### src/cslog_pkg.sv
package cslog_pkg;

  localparam int unsigned LOG_DEPTH_DEF = 32;
  localparam int unsigned DUMP_MAX      = 32;
  localparam logic [5:0]  DUMP_LIMIT_RST = 6'd10;

  localparam int unsigned IN_DATA_W  = 48;
  localparam int unsigned OUT_DATA_W = 72;

  typedef enum logic [2:0] {
    MODE_RECORD = 3'd0,
    MODE_DUMP   = 3'd1,
    MODE_CLEAR  = 3'd2,
    MODE_TOGGLE = 3'd3,
    MODE_STATUS = 3'd4
  } mode_t;

  typedef enum logic [1:0] {
    ST_IDLE,
    ST_EXEC,
    ST_EMIT
  } ctrl_state_t;

  typedef struct packed {
    logic [7:0]  sum;
    logic [7:0]  q;
    logic [15:0] v;
    logic [7:0]  id;
    logic [15:0] t;
  } log_entry_t;

  // Controller to datapath
  typedef struct packed {
    logic capture;
    logic do_record;
    logic do_clear;
    logic do_toggle;
    logic load_status;
    logic dump_start;
    logic dump_emit;
  } cmd_t;

  // Datapath to controller
  typedef struct packed {
    logic [2:0] mode;
    logic       dump_empty;
    logic       dump_last;
    logic       out_free;
  } sts_t;

  function automatic logic [7:0] byte_sum(logic [15:0] t, logic [7:0] id,
                                          logic [15:0] v, logic [7:0] q);
    byte_sum = t[15:8] + t[7:0] + id + v[15:8] + v[7:0] + q;
  endfunction

endpackage

### src/cslog_ctrl.sv
module cslog_ctrl (
  input  logic              clk,
  input  logic              rst_n,
  input  logic              in_tvalid,
  output logic              in_tready,
  input  cslog_pkg::sts_t   sts,
  output cslog_pkg::cmd_t   cmd
);

  cslog_pkg::ctrl_state_t state_r, state_nxt;

  always_ff @(posedge clk) begin
    if (!rst_n) begin
      state_r <= cslog_pkg::ST_IDLE;
    end else begin
      state_r <= state_nxt;
    end
  end

  always_comb begin
    state_nxt = state_r;
    case (state_r)
      cslog_pkg::ST_IDLE: begin
        if (in_tvalid) begin
          state_nxt = cslog_pkg::ST_EXEC;
        end
      end
      cslog_pkg::ST_EXEC: begin
        case (sts.mode)
          cslog_pkg::MODE_RECORD: state_nxt = cslog_pkg::ST_IDLE;
          cslog_pkg::MODE_DUMP: begin
            if (!sts.dump_empty) begin
              state_nxt = cslog_pkg::ST_EMIT;
            end else if (sts.out_free) begin
              state_nxt = cslog_pkg::ST_IDLE;
            end
          end
          cslog_pkg::MODE_CLEAR, cslog_pkg::MODE_TOGGLE, cslog_pkg::MODE_STATUS: begin
            if (sts.out_free) begin
              state_nxt = cslog_pkg::ST_IDLE;
            end
          end
          default: state_nxt = cslog_pkg::ST_IDLE;
        endcase
      end
      cslog_pkg::ST_EMIT: begin
        if (sts.out_free && sts.dump_last) begin
          state_nxt = cslog_pkg::ST_IDLE;
        end
      end
      default: state_nxt = cslog_pkg::ST_IDLE;
    endcase
  end

  always_comb begin
    cmd       = '0;
    in_tready = 1'b0;
    case (state_r)
      cslog_pkg::ST_IDLE: begin
        in_tready   = 1'b1;
        cmd.capture = in_tvalid;
      end
      cslog_pkg::ST_EXEC: begin
        case (sts.mode)
          cslog_pkg::MODE_RECORD: cmd.do_record = 1'b1;
          cslog_pkg::MODE_DUMP: begin
            cmd.dump_start  = !sts.dump_empty;
            cmd.load_status = sts.dump_empty && sts.out_free;
          end
          cslog_pkg::MODE_CLEAR: begin
            cmd.do_clear    = sts.out_free;
            cmd.load_status = sts.out_free;
          end
          cslog_pkg::MODE_TOGGLE: begin
            cmd.do_toggle   = sts.out_free;
            cmd.load_status = sts.out_free;
          end
          cslog_pkg::MODE_STATUS: cmd.load_status = sts.out_free;
          default: cmd = '0;
        endcase
      end
      cslog_pkg::ST_EMIT: cmd.dump_emit = sts.out_free;
      default: cmd = '0;
    endcase
  end

endmodule

### src/cslog_dp.sv
module cslog_dp #(
  parameter int unsigned LOG_DEPTH = cslog_pkg::LOG_DEPTH_DEF
) (
  input  logic                             clk,
  input  logic                             rst_n,
  input  cslog_pkg::cmd_t                  cmd,
  output cslog_pkg::sts_t                  sts,
  input  logic [2:0]                       in_tuser,
  input  logic [cslog_pkg::IN_DATA_W-1:0]  in_tdata,
  output logic                             out_tvalid,
  input  logic                             out_tready,
  output logic [cslog_pkg::OUT_DATA_W-1:0] out_tdata,
  output logic                             out_tuser,
  output logic                             out_tlast,
  input  logic                             cfg_psel,
  input  logic                             cfg_penable,
  input  logic                             cfg_pwrite,
  input  logic [2:0]                       cfg_paddr,
  input  logic [31:0]                      cfg_pwdata,
  output logic [31:0]                      cfg_prdata,
  output logic                             cfg_pready
);

  localparam int unsigned ADDR_W = (LOG_DEPTH > 1) ? $clog2(LOG_DEPTH) : 1;
  localparam int unsigned CNT_W  = $clog2(LOG_DEPTH + 1);

  // Configuration register
  logic [5:0] limit_r;
  logic       cfg_wr;

  assign cfg_pready = 1'b1;
  assign cfg_wr     = cfg_psel && cfg_penable && cfg_pwrite && cfg_pready && !cfg_paddr[2];
  assign cfg_prdata = cfg_paddr[2] ? 32'd0 : {26'd0, limit_r};

  always_ff @(posedge clk) begin
    if (!rst_n) begin
      limit_r <= cslog_pkg::DUMP_LIMIT_RST;
    end else if (cfg_wr) begin
      limit_r <= cfg_pwdata[5:0];
    end
  end

  // Captured item
  logic [2:0]  mode_r;
  logic [15:0] t_r;
  logic [7:0]  id_r;
  logic [15:0] v_r;
  logic [7:0]  q_r;

  always_ff @(posedge clk) begin
    if (cmd.capture) begin
      mode_r <= in_tuser;
      t_r    <= in_tdata[15:0];
      id_r   <= in_tdata[23:16];
      v_r    <= in_tdata[39:24];
      q_r    <= in_tdata[47:40];
    end
  end

  // Bookkeeping state
  logic              en_r, en_nxt;
  logic [ADDR_W-1:0] slot_r, slot_nxt, slot_inc;
  logic [CNT_W-1:0]  cnt_r, cnt_nxt;
  logic              rec_wr;

  assign rec_wr   = cmd.do_record && en_r;
  assign slot_inc = (slot_r == ADDR_W'(LOG_DEPTH - 1)) ? '0 : slot_r + ADDR_W'(1);

  always_comb begin
    en_nxt   = en_r ^ cmd.do_toggle;
    slot_nxt = slot_r;
    cnt_nxt  = cnt_r;
    if (cmd.do_clear) begin
      slot_nxt = '0;
      cnt_nxt  = '0;
    end else if (rec_wr) begin
      slot_nxt = slot_inc;
      if (cnt_r != CNT_W'(LOG_DEPTH)) begin
        cnt_nxt = cnt_r + CNT_W'(1);
      end
    end
  end

  always_ff @(posedge clk) begin
    if (!rst_n) begin
      en_r   <= 1'b1;
      slot_r <= '0;
      cnt_r  <= '0;
    end else begin
      en_r   <= en_nxt;
      slot_r <= slot_nxt;
      cnt_r  <= cnt_nxt;
    end
  end

  // Dump length: min(limit clamped to 32, count)
  logic [5:0]        lim6, n_calc, dump_n_r;
  logic [CNT_W+5:0]  cnt_w, lim_w;
  logic [ADDR_W-1:0] idx_r;
  logic [ADDR_W+4:0] idx_w;
  logic [4:0]        idx5;

  assign lim6   = (limit_r > 6'(cslog_pkg::DUMP_MAX)) ? 6'(cslog_pkg::DUMP_MAX) : limit_r;
  assign cnt_w  = (CNT_W + 6)'(cnt_r);
  assign lim_w  = (CNT_W + 6)'(lim6);
  assign n_calc = (cnt_w < lim_w) ? cnt_w[5:0] : lim6;
  assign idx_w  = (ADDR_W + 5)'(idx_r);
  assign idx5   = idx_w[4:0];

  always_ff @(posedge clk) begin
    if (cmd.dump_start) begin
      dump_n_r <= n_calc;
      idx_r    <= '0;
    end else if (cmd.dump_emit) begin
      idx_r <= idx_r + ADDR_W'(1);
    end
  end

  // Record store, single port
  cslog_pkg::log_entry_t mem [LOG_DEPTH];
  cslog_pkg::log_entry_t wr_entry, rd_data_r;
  logic                  mem_rd;
  logic [ADDR_W-1:0]     mem_addr;

  assign mem_rd   = cmd.dump_start || (cmd.dump_emit && !sts.dump_last);
  assign mem_addr = rec_wr ? slot_r : (cmd.dump_start ? '0 : idx_r + ADDR_W'(1));

  always_comb begin
    wr_entry.t   = t_r;
    wr_entry.id  = id_r;
    wr_entry.v   = v_r;
    wr_entry.q   = q_r;
    wr_entry.sum = cslog_pkg::byte_sum(t_r, id_r, v_r, q_r);
  end

  always_ff @(posedge clk) begin
    if (rec_wr) begin
      mem[mem_addr] <= wr_entry;
    end
    if (mem_rd) begin
      rd_data_r <= mem[mem_addr];
    end
  end

  // Output register
  logic                             out_valid_r, out_valid_nxt;
  logic [cslog_pkg::OUT_DATA_W-1:0] out_data_r;
  logic                             out_user_r, out_last_r;
  logic                             rec_ok;
  logic [CNT_W+5:0]                 cnt_nxt_w;
  logic [ADDR_W+4:0]                slot_nxt_w;

  assign rec_ok     = cslog_pkg::byte_sum(rd_data_r.t, rd_data_r.id, rd_data_r.v,
                                          rd_data_r.q) == rd_data_r.sum;
  assign cnt_nxt_w  = (CNT_W + 6)'(cnt_nxt);
  assign slot_nxt_w = (ADDR_W + 5)'(slot_nxt);

  always_comb begin
    out_valid_nxt = out_valid_r;
    if (cmd.load_status || cmd.dump_emit) begin
      out_valid_nxt = 1'b1;
    end else if (out_tready) begin
      out_valid_nxt = 1'b0;
    end
  end

  always_ff @(posedge clk) begin
    if (!rst_n) begin
      out_valid_r <= 1'b0;
    end else begin
      out_valid_r <= out_valid_nxt;
    end
  end

  always_ff @(posedge clk) begin
    if (cmd.load_status) begin
      out_data_r <= {6'd0, slot_nxt_w[4:0], cnt_nxt_w[5:0], en_nxt, 1'b0,
                     8'd0, 16'd0, 8'd0, 16'd0, 5'd0};
      out_user_r <= 1'b0;
      out_last_r <= 1'b1;
    end else if (cmd.dump_emit) begin
      out_data_r <= {6'd0, slot_nxt_w[4:0], cnt_nxt_w[5:0], en_nxt, rec_ok,
                     rd_data_r.q, rd_data_r.v, rd_data_r.id, rd_data_r.t, idx5};
      out_user_r <= 1'b1;
      out_last_r <= sts.dump_last;
    end
  end

  assign out_tvalid = out_valid_r;
  assign out_tdata  = out_data_r;
  assign out_tuser  = out_user_r;
  assign out_tlast  = out_last_r;

  assign sts.mode       = mode_r;
  assign sts.dump_empty = (n_calc == 6'd0);
  assign sts.dump_last  = ({1'b0, idx5} == dump_n_r - 6'd1);
  assign sts.out_free   = !out_valid_r || out_tready;

  a_cnt_bound: assert property (@(posedge clk) disable iff (!rst_n)
    cnt_r <= CNT_W'(LOG_DEPTH))
    else $error("count above depth");

  a_slot_bound: assert property (@(posedge clk) disable iff (!rst_n)
    slot_r < ADDR_W'(LOG_DEPTH - 1) || slot_r == ADDR_W'(LOG_DEPTH - 1))
    else $error("write slot out of range");

  a_no_overwrite: assert property (@(posedge clk) disable iff (!rst_n)
    (out_valid_r && !out_tready) |-> !(cmd.load_status || cmd.dump_emit))
    else $error("pending result overwritten");

  a_emit_in_range: assert property (@(posedge clk) disable iff (!rst_n)
    cmd.dump_emit |-> ({1'b0, idx5} < dump_n_r))
    else $error("dump index past dump length");

  a_port_conflict: assert property (@(posedge clk) disable iff (!rst_n)
    !(rec_wr && mem_rd))
    else $error("store read and write in one cycle");

endmodule

### src/checksummed_circular_sample_log.sv
// Channel  Direction  Handshake          Payload
// in_      input      tvalid/tready      tdata: item fields, tuser: mode
// out_     output     tvalid/tready      tdata: result fields, tuser: is_record, tlast: last
// cfg_     input      APB write/read     dump_limit at byte address 0
//
// Record, clear, toggle and status items pass an accept state, then an execute state.
// A dump adds an emit state for its records; the single-port record store
// is read one slot ahead of the output register.
// Reset (rst_n low, synchronous) clears the bookkeeping and the output valid; the
// store itself is not cleared. A stalled output holds the controller in place;
// a new item is accepted while the last result still waits in the output register.
module checksummed_circular_sample_log #(
  parameter int unsigned LOG_DEPTH = cslog_pkg::LOG_DEPTH_DEF
) (
  input  logic                             clk,
  input  logic                             rst_n,
  input  logic                             in_tvalid,
  output logic                             in_tready,
  // time_stamp[15:0], source[23:16], sample[39:24], quality[47:40]
  input  logic [cslog_pkg::IN_DATA_W-1:0]  in_tdata,
  // mode[2:0]
  input  logic [2:0]                       in_tuser,
  output logic                             out_tvalid,
  input  logic                             out_tready,
  // rec_slot[4:0], rec_time[20:5], rec_sensor[28:21], rec_value[44:29],
  // rec_quality[52:45], rec_ok[53], stat_enabled[54], stat_count[60:55],
  // stat_next[65:61], zero[71:66]
  output logic [cslog_pkg::OUT_DATA_W-1:0] out_tdata,
  // is_record[0]
  output logic                             out_tuser,
  output logic                             out_tlast,
  input  logic                             cfg_psel,
  input  logic                             cfg_penable,
  input  logic                             cfg_pwrite,
  input  logic [2:0]                       cfg_paddr,
  input  logic [31:0]                      cfg_pwdata,
  output logic [31:0]                      cfg_prdata,
  output logic                             cfg_pready
);

  cslog_pkg::cmd_t cmd;
  cslog_pkg::sts_t sts;

  cslog_ctrl u_ctrl (
    .clk       (clk),
    .rst_n     (rst_n),
    .in_tvalid (in_tvalid),
    .in_tready (in_tready),
    .sts       (sts),
    .cmd       (cmd)
  );

  cslog_dp #(
    .LOG_DEPTH (LOG_DEPTH)
  ) u_dp (
    .clk         (clk),
    .rst_n       (rst_n),
    .cmd         (cmd),
    .sts         (sts),
    .in_tuser    (in_tuser),
    .in_tdata    (in_tdata),
    .out_tvalid  (out_tvalid),
    .out_tready  (out_tready),
    .out_tdata   (out_tdata),
    .out_tuser   (out_tuser),
    .out_tlast   (out_tlast),
    .cfg_psel    (cfg_psel),
    .cfg_penable (cfg_penable),
    .cfg_pwrite  (cfg_pwrite),
    .cfg_paddr   (cfg_paddr),
    .cfg_pwdata  (cfg_pwdata),
    .cfg_prdata  (cfg_prdata),
    .cfg_pready  (cfg_pready)
  );

endmodule

### config.mk
export PLATFORM = sky130hd
export DESIGN_NAME = checksummed_circular_sample_log
export DESIGN_NICKNAME = d
export VERILOG_FILES = /design/src/cslog_pkg.sv /design/src/cslog_ctrl.sv /design/src/cslog_dp.sv /design/src/checksummed_circular_sample_log.sv
export SDC_FILE = /design/constraint.sdc
export NUM_CORES = 2
export LEC_CHECK = 0
export ABC_AREA = 1
export BUFFER_PORTS_ARGS = -buffer_cell sky130_fd_sc_hd__clkbuf_2
export CORE_MARGIN = 4
export CORE_UTILIZATION = 45
export DETAILED_ROUTE_END_ITERATION = 10
export PLACE_DENSITY = 0.62
export SYNTH_ARGS = -nofsm -noshare
export SYNTH_HDL_FRONTEND = slang
export SYNTH_SLANG_ARGS = --single-unit
### constraint.sdc
create_clock -name clk -period 7.3 [get_ports clk]
set_clock_uncertainty 0.1 [all_clocks]
set_input_delay 0.365 -clock clk [delete_from_list [all_inputs] [get_ports clk]]
set_output_delay 0.365 -clock clk [all_outputs]
set_load 0.02 [all_outputs]
# == Word-level counts from Yosys, hierarchy flattened ==
# Memories as Yosys holds them, arrays and structs flattened. A register that Yosys moved wholly into a read port is not among the register bits.
# Index checks and enable logic that the tools add are counted.
# classes
n_addsub,14
n_lt_le_gt_ge,2
eq_ne,12
muxes,32
n_bitwise,1
reduce_logical,21
# ops
cell,count
two-way mux 66 bit,2
adder 8 bit,10
two-way mux 6 bit,6
two-way mux 5 bit,6
two-way mux 1 bit,11
"adder 5 x 1 -> 5 bit, second input constant",2
== test 8 bit,1
two-way mux 2 bit,4
logical AND 1 bit,7
"adder 6 x 1 -> 6 bit, second input constant",1
"== test 3 x 2 -> 1 bit, second input constant",2
== test 5 x 6 -> 1 bit,1
"greater-than comparator 6 bit, second input constant",1
logical NOT 6 bit,1
< comparator 6 bit,1
"inequality test 6 bit, second input constant",1
one-hot mux 2 bit (3 select lines),1
"subtractor 6 x 1 -> 6 bit, second input constant",1
"== test 5 bit, second input constant",1
logical NOT 1 bit,4
one-hot mux 2 bit (2 select lines),1
nonzero test 2 bit,2
"== test 3 x 1 -> 1 bit, second input constant",1
"== test 3 bit, second input constant",1
other kinds (11),13
# word_totals
ff_bits,151
ramBits,1792
inputBits,93
output_inout_bits,109
wordCells,100
n_memories,1
# mem_list
name,depth,width,read_ports,rd_ports_with_merged_regs,wr,line_no,source
u_dp.mem,32,56,1,1,1,cslog_dp.sv:120,cslog_pkg::log_entry_t mem [LOG_DEPTH];

# == Logic depth before layout (Yosys ltp) ==
# logic_depth
depth_word,13
ltp_mapped,27
ltp_nobuf,24

# == Cells and area by module ==
# From an unflattened synthesis, not the netlist that was laid out.
# hier_totals
cells_unflattened,7122
hier_area_um2,81225.4
# modules_own_cells
mod,n_inst,cells_per_inst,area_each_um2,seq_area_each_um2
cslog_dp,1,7087,81026.5,59166.7
cslog_ctrl,1,35,198.9,40.0

# == Least setup slack after synthesis ==
# OpenSTA, ideal clock, no wires.
# synth_path
path_kind,reg2reg
startpoint,register u_dp.limit_r[5]
endpoint,"memory u_dp.mem[6][0] (netlist bit), enable pin"
setup_time_ns,0.470
arrival_ns,5.002
required_time_ns,6.730
path_slack_ns,1.728
stages_incl_launch_ff,19
path_buffers,3
period_less_slack_ns,5.572
cell_sequence,dfxtp_1 -> nor2_1 -> inv_1 -> ha_1 -> a21oi_1 -> o21a_1 -> nand2_4 -> nand2_1 -> nand2_1 -> nor2_1 -> nand3_2 -> nand2_4 -> a31oi_1 -> buf_2 -> clkinv_2 -> buf_4 -> buf_2 -> nand3_1 -> nor2_1
# synth_between
elab_chain_cells,10
# synth_lines
element,line_no,source
from (decl),cslog_dp.sv:28,logic [5:0] limit_r;
from (signal assigned),cslog_dp.sv:37,limit_r <= cslog_pkg::DUMP_LIMIT_RST;
from (signal assigned),cslog_dp.sv:39,limit_r <= cfg_pwdata[5:0];
greater-than comparator 6 bit,cslog_dp.sv:103,assign lim6 = (limit_r > 6'(cslog_pkg::DUMP_MAX)) ? 6'(cslog_pkg::DUMP_MAX) : limit_r;
two-way mux 6 bit *,cslog_dp.sv:103,
< comparator 6 bit,cslog_dp.sv:106,assign n_calc = (cnt_w < lim_w) ? cnt_w[5:0] : lim6;
two-way mux 6 bit *,cslog_dp.sv:106,
net u_dp.n_calc[2],cslog_dp.sv:97,"logic [5:0] lim6, n_calc, dump_n_r;"
logical NOT 6 bit *,cslog_dp.sv:195,assign sts.dump_empty = (n_calc == 6'd0);
logical NOT 1 bit *,n/a,
two-way mux 1 bit *,cslog_ctrl.sv:64,case (sts.mode)
two-way mux 5 bit *,cslog_ctrl.sv:58,case (state_r)
two-way mux 5 bit * (2 in a row),cslog_dp.sv:126,assign mem_addr = rec_wr ? slot_r : (cmd.dump_start ? '0 : idx_r + ADDR_W'(1));
to (decl),cslog_dp.sv:120,
# Mark *: on every way through the listed nets, which the timed path passes. The rest lies on a longest branch.

# == Final worst setup path ==
# layout_path
startpoint,register u_dp.limit_r[5]
endpoint,"register, netlist name u_dp.rd_data_r[17]"
# layout_between
elab_chain_cells,10
elab_cells_between_ends,11
cone_classes,order compare (2); mux (6); reduce/logical (3)
# layout_lines
element,line_no
greater-than comparator 6 bit,cslog_dp.sv:103
two-way mux 6 bit *,cslog_dp.sv:103
< comparator 6 bit,cslog_dp.sv:106
two-way mux 6 bit *,cslog_dp.sv:106
net u_dp.n_calc[1],cslog_dp.sv:97
logical NOT 6 bit *,cslog_dp.sv:195
logical NOT 1 bit *,n/a
two-way mux 1 bit *,cslog_ctrl.sv:64
two-way mux 5 bit *,cslog_ctrl.sv:58
two-way mux 5 bit (2 in a row),cslog_dp.sv:126
# Marks and branches as above.
# A chain may end at the register's enable or synchronous reset.

==> qor.txt <==
===============================================================================================
Outcome ..........................................................................    completed
Hold Buf Count CTS ...............................................................           67
Total routing resource utilization after global routing ..........................        24.9%
Worst slew slack as a fraction of its limit ......................................        11.9%
Top sig layer ....................................................................         met4
CTS tree .........................................................................         done
Count of mapped cells out of synthesis ...........................................         8045
Total of fill cells in the finished design .......................................        16.4k
Max-slew violation count .........................................................            0
Count of flip-flops with a built-in enable after synthesis .......................         1917
Number of buffers inserted by port buffering .....................................          140
Width of the die .................................................................       443 um
DRC viols ........................................................................            0
Wire length after detailed routing ...............................................    250000 um
Nature of the critical path startpoint ...........................................         flop
Final core utilization ...........................................................        51.1%
Fraction of synthesized cell area taken by the top area cell type ................        67.5%
Ratio of total power to cell area ................................................  307 nW/um^2
Number of buffers created by CTS .................................................          207
Worst path max stage delay .......................................................      0.98 ns
Number of antenna violations at the first check in global routing ................            4
Share of layout cells above drive strength 1 .....................................        8.16%
# Max-Cap Violations .............................................................            0
Total number of yosys warnings ...................................................            0
Pin count of the biggest net entering global routing .............................          190
Routed vias ......................................................................        58.7k
Clock input transition at the sequential cells of the worst setup and hold paths .      0.06 ns
Most frequent cell after synthesis ............................................... sky130_fd_sc_hd__nand2_1
Endpoint of the worst setup timing path .......................................... u_dp.rd_data_r[17]$_DFFE_PP_
Initial DRC Count ................................................................         7422
Synth async-reset ratio ..........................................................           0%
Final RePlAce weighted congestion ................................................        0.840
Cell chosen for the clock root ................................................... sky130_fd_sc_hd__clkbuf_16
Via count of the first global-routing pass .......................................        55.3k
Clock latency on the worst-skew pair .............................................      0.85 ns
Slowest library cell on the worst path ........................................... sky130_fd_sc_hd__buf_4
Critical path class .............................................................. flop to flop
Syn avg cell area ................................................................   10.6 sq um
Netlist area before placement ....................................................  85300 sq um
Post-route cell area .............................................................  96100 sq um
Row count ........................................................................          159
Routed length per instance .......................................................      23.1 um
Number of setup violations in the final report ...................................            0
Worst Hold Margin ................................................................     0.130 ns
Pleak ............................................................................      39.1 nW
Summed negative setup slack over all endpoints ...................................         0 ns
Data arrival time of the critical path ...........................................      6.15 ns
Cell depth of the worst flop-to-flop path ........................................           23
Crit path required time ..........................................................      7.91 ns
Worst Hold Launch ................................................................ in_tdata[36]
CTS-repair resized insts .........................................................            0
Element type at the critical path end ............................................         flop
Endpoint of the lowest-slack register-to-register path ........................... u_dp.rd_data_r[17]$_DFFE_PP_
Post-layout min period ...........................................................      5.55 ns
DRT Pass-1 Iters .................................................................            6
Starting utilization of the core area ............................................        45.3%
Post-layout power ................................................................      29.5 mW
RSZ-0062 raised after global routing .............................................           no
Cells along the critical path .................................................... nor2_1, inv_1, ha_1, a21oi_1, o21a_1, nand2_4, nand2_1, nand2_1, nor2_1, nand3_2, nand2_4, nand2_4, nand2_8, buf_4, buf_4, nand3_1, nand2_1, nand2_1, nand2_1, nand2_1, nand2_1, nor2_1, nand2_1
Maximum level of the CTS H-tree ..................................................            4
GRT overflow .....................................................................            0
Hold WC Path Type ................................................................ primary input to flop
Most frequent cells after synthesis .............................................. 4015 x sky130_fd_sc_hd__nand2_1, 1917 x sky130_fd_sc_hd__edfxtp_1, 917 x sky130_fd_sc_hd__nand3_1
Final hold viol count ............................................................            0
Placed Instance Area .............................................................  88800 sq um
Net count of the finished layout .................................................         8336
Reg2Reg Launch Point ............................................................. u_dp.limit_r[5]$_SDFFE_PN0P_
Placed wire-length estimate ......................................................    127000 um
Cells taking the most area after synthesis ....................................... sky130_fd_sc_hd__edfxtp_1 67%, sky130_fd_sc_hd__nand2_1 18%, sky130_fd_sc_hd__nand3_1 5.4%, sky130_fd_sc_hd__dfxtp_1 1.9%, sky130_fd_sc_hd__fa_1 1.3%
Total die area ................................................................... 197000 sq um
Placeable Area ................................................................... 188000 sq um
Startpoint of the worst setup timing path ........................................ u_dp.limit_r[5]$_SDFFE_PN0P_
Area added between synthesis and finish ..........................................        12.6%
Length of routed met2 wiring .....................................................    116000 um
Dominant register cell in the synthesized netlist ................................ sky130_fd_sc_hd__edfxtp_1
Area leader, netlist ............................................................. sky130_fd_sc_hd__edfxtp_1
Routed metal-1 wire length .......................................................    102000 um
Amount of wire on met3 after detailed routing ....................................     20600 um
Number of distinct standard cells referenced by the synthesized netlist ..........           40
Crit path top cell by count ...................................................... sky130_fd_sc_hd__nand2_1
Highest clock rate ...............................................................    0.180 GHz
Flop and latch count out of synthesis ............................................         1999
Routed Antenna Nets ..............................................................            0
I/O pin cnt ......................................................................          202
Via count normalized by instance count ...........................................         5.41
Transition time of the tightest slew-check pin ...................................      1.32 ns
Maximum buffer depth of the clock tree ...........................................            3
Register area share after synthesis ..............................................        69.4%
Clock net sink count .............................................................         1999
IR drop worst, VDD ...............................................................   0.000239 V
Final critical-path share of the clock period ....................................        76.0%
Height of the die ................................................................       443 um
First-pass GRT wire length .......................................................    366000 um
Worst R2R Setup Slack ............................................................      1.75 ns
Top fanout value on the critical path ............................................           94
Setup Fix Bufs, Post-CTS .........................................................            0
===============================================================================================
critical path, delay by kind of cell, from the launching register on:
family | cells | cell delay (ns)
buffers and inverters | 3 | 1.98
adders and majority gates | 1 | 0.29
and+or+nand+nor | 17 | 2.06
AOI/OAI and AO/OA | 2 | 0.46
DFF | 1 | 0.37
report_power, final:
part / switching [mW] / internal (mW) / total (mW)
Clock: 4.54 / 5.83 / 10.4
Combinational: 4.31 / 1.42 / 5.73
Sequential: 0.0387 / 13.4 / 13.4
cell families after synthesis:
logic type	count (synthesis)	share of synthesized area (%)
AOI/OAI and AO/OA	106	0.721
xor gates and xnor gates	43	0.441
adders and majority gates	77	1.60
buffers and inverters	641	3.56
DFF	1999	69.4
other	2	0.00880
and+or+nand+nor	5177	24.3
layout make-up:
cell class,instances,area [sq um],share of cell area (%)
diodes,3,7.51,0.00781
clock buffers,264,5600,5.83
clock inverters,123,1050,1.10
inverters,140,542,0.564
multi-input cells,5436,23600,24.5
flip-flops and latches,1999,59200,61.6
well taps,2495,3120,3.25
repair buffers,382,3000,3.12
layer usage:
layer | GRT usage [%] | vias to the layer above
met4 | 10.9 | 0
met5 | 0 | -
met3 | 3.83 | 483
met1 | 33.8 | 28500
li1 | - | 27000
met2 | 39.9 | 2744
cells in the final DEF, fill, tap and decap left out, types with 54 or more instances in the layout:
cell type / Yosys / layout
sky130_fd_sc_hd__clkbuf_16: 0 / 213
sky130_fd_sc_hd__edfxtp_1: 1917 / 1917
sky130_fd_sc_hd__inv_1: 132 / 131
sky130_fd_sc_hd__dlygate4sd3_1: 0 / 67
sky130_fd_sc_hd__fa_1: 54 / 54
sky130_fd_sc_hd__nand2_1: 4015 / 4014
sky130_fd_sc_hd__buf_4: 52 / 150
sky130_fd_sc_hd__nand3_1: 917 / 917
sky130_fd_sc_hd__nor2_1: 209 / 177
sky130_fd_sc_hd__dfxtp_1: 82 / 82
sky130_fd_sc_hd__clkbuf_2: 0 / 140
sky130_fd_sc_hd__a21oi_1: 70 / 70
worst min-delay path by stage:
| stage | to | depth (start not counted) |
|---|---|---|
| global route | u_dp.v_r[5]$_DFFE_PP_ | 2 |
| CTS | u_dp.v_r[12]$_DFFE_PP_ | 2 |
| floorplan | u_dp.limit_r[0]$_SDFFE_PN0P_ | 2 |
| global placement | u_dp.out_tdata[29]$_SDFFE_PP0P_ | 2 |
| finish | u_dp.v_r[12]$_DFFE_PP_ | 2 |
| detailed placement | u_dp.out_tdata[42]$_SDFFE_PP0P_ | 2 |
through the flow:
| stage | std cells | setup WS [ns] |
|---|---|---|
| after floorplan | 8076 | 1.73 |
| after global placement | 10400 | 1.96 |
| after detailed placement | 10400 | 1.83 |
| after CTS | 10800 | 1.79 |
| after global routing | 10800 | 1.35 |
| final | 10800 | 1.75 |
sequential cells by signal, summed over array words and instances (netlist names), 8 cells and up:
| name | cells |
|---|---|
| u_dp.mem | 1792 |
| u_dp.t_r | 16 |
| u_dp.q_r | 8 |
| u_dp.out_tdata | 66 |
| u_dp.rd_data_r | 56 |
| u_dp.v_r | 16 |
| u_dp.id_r | 8 |
Power figures use the tool's default switching activity.
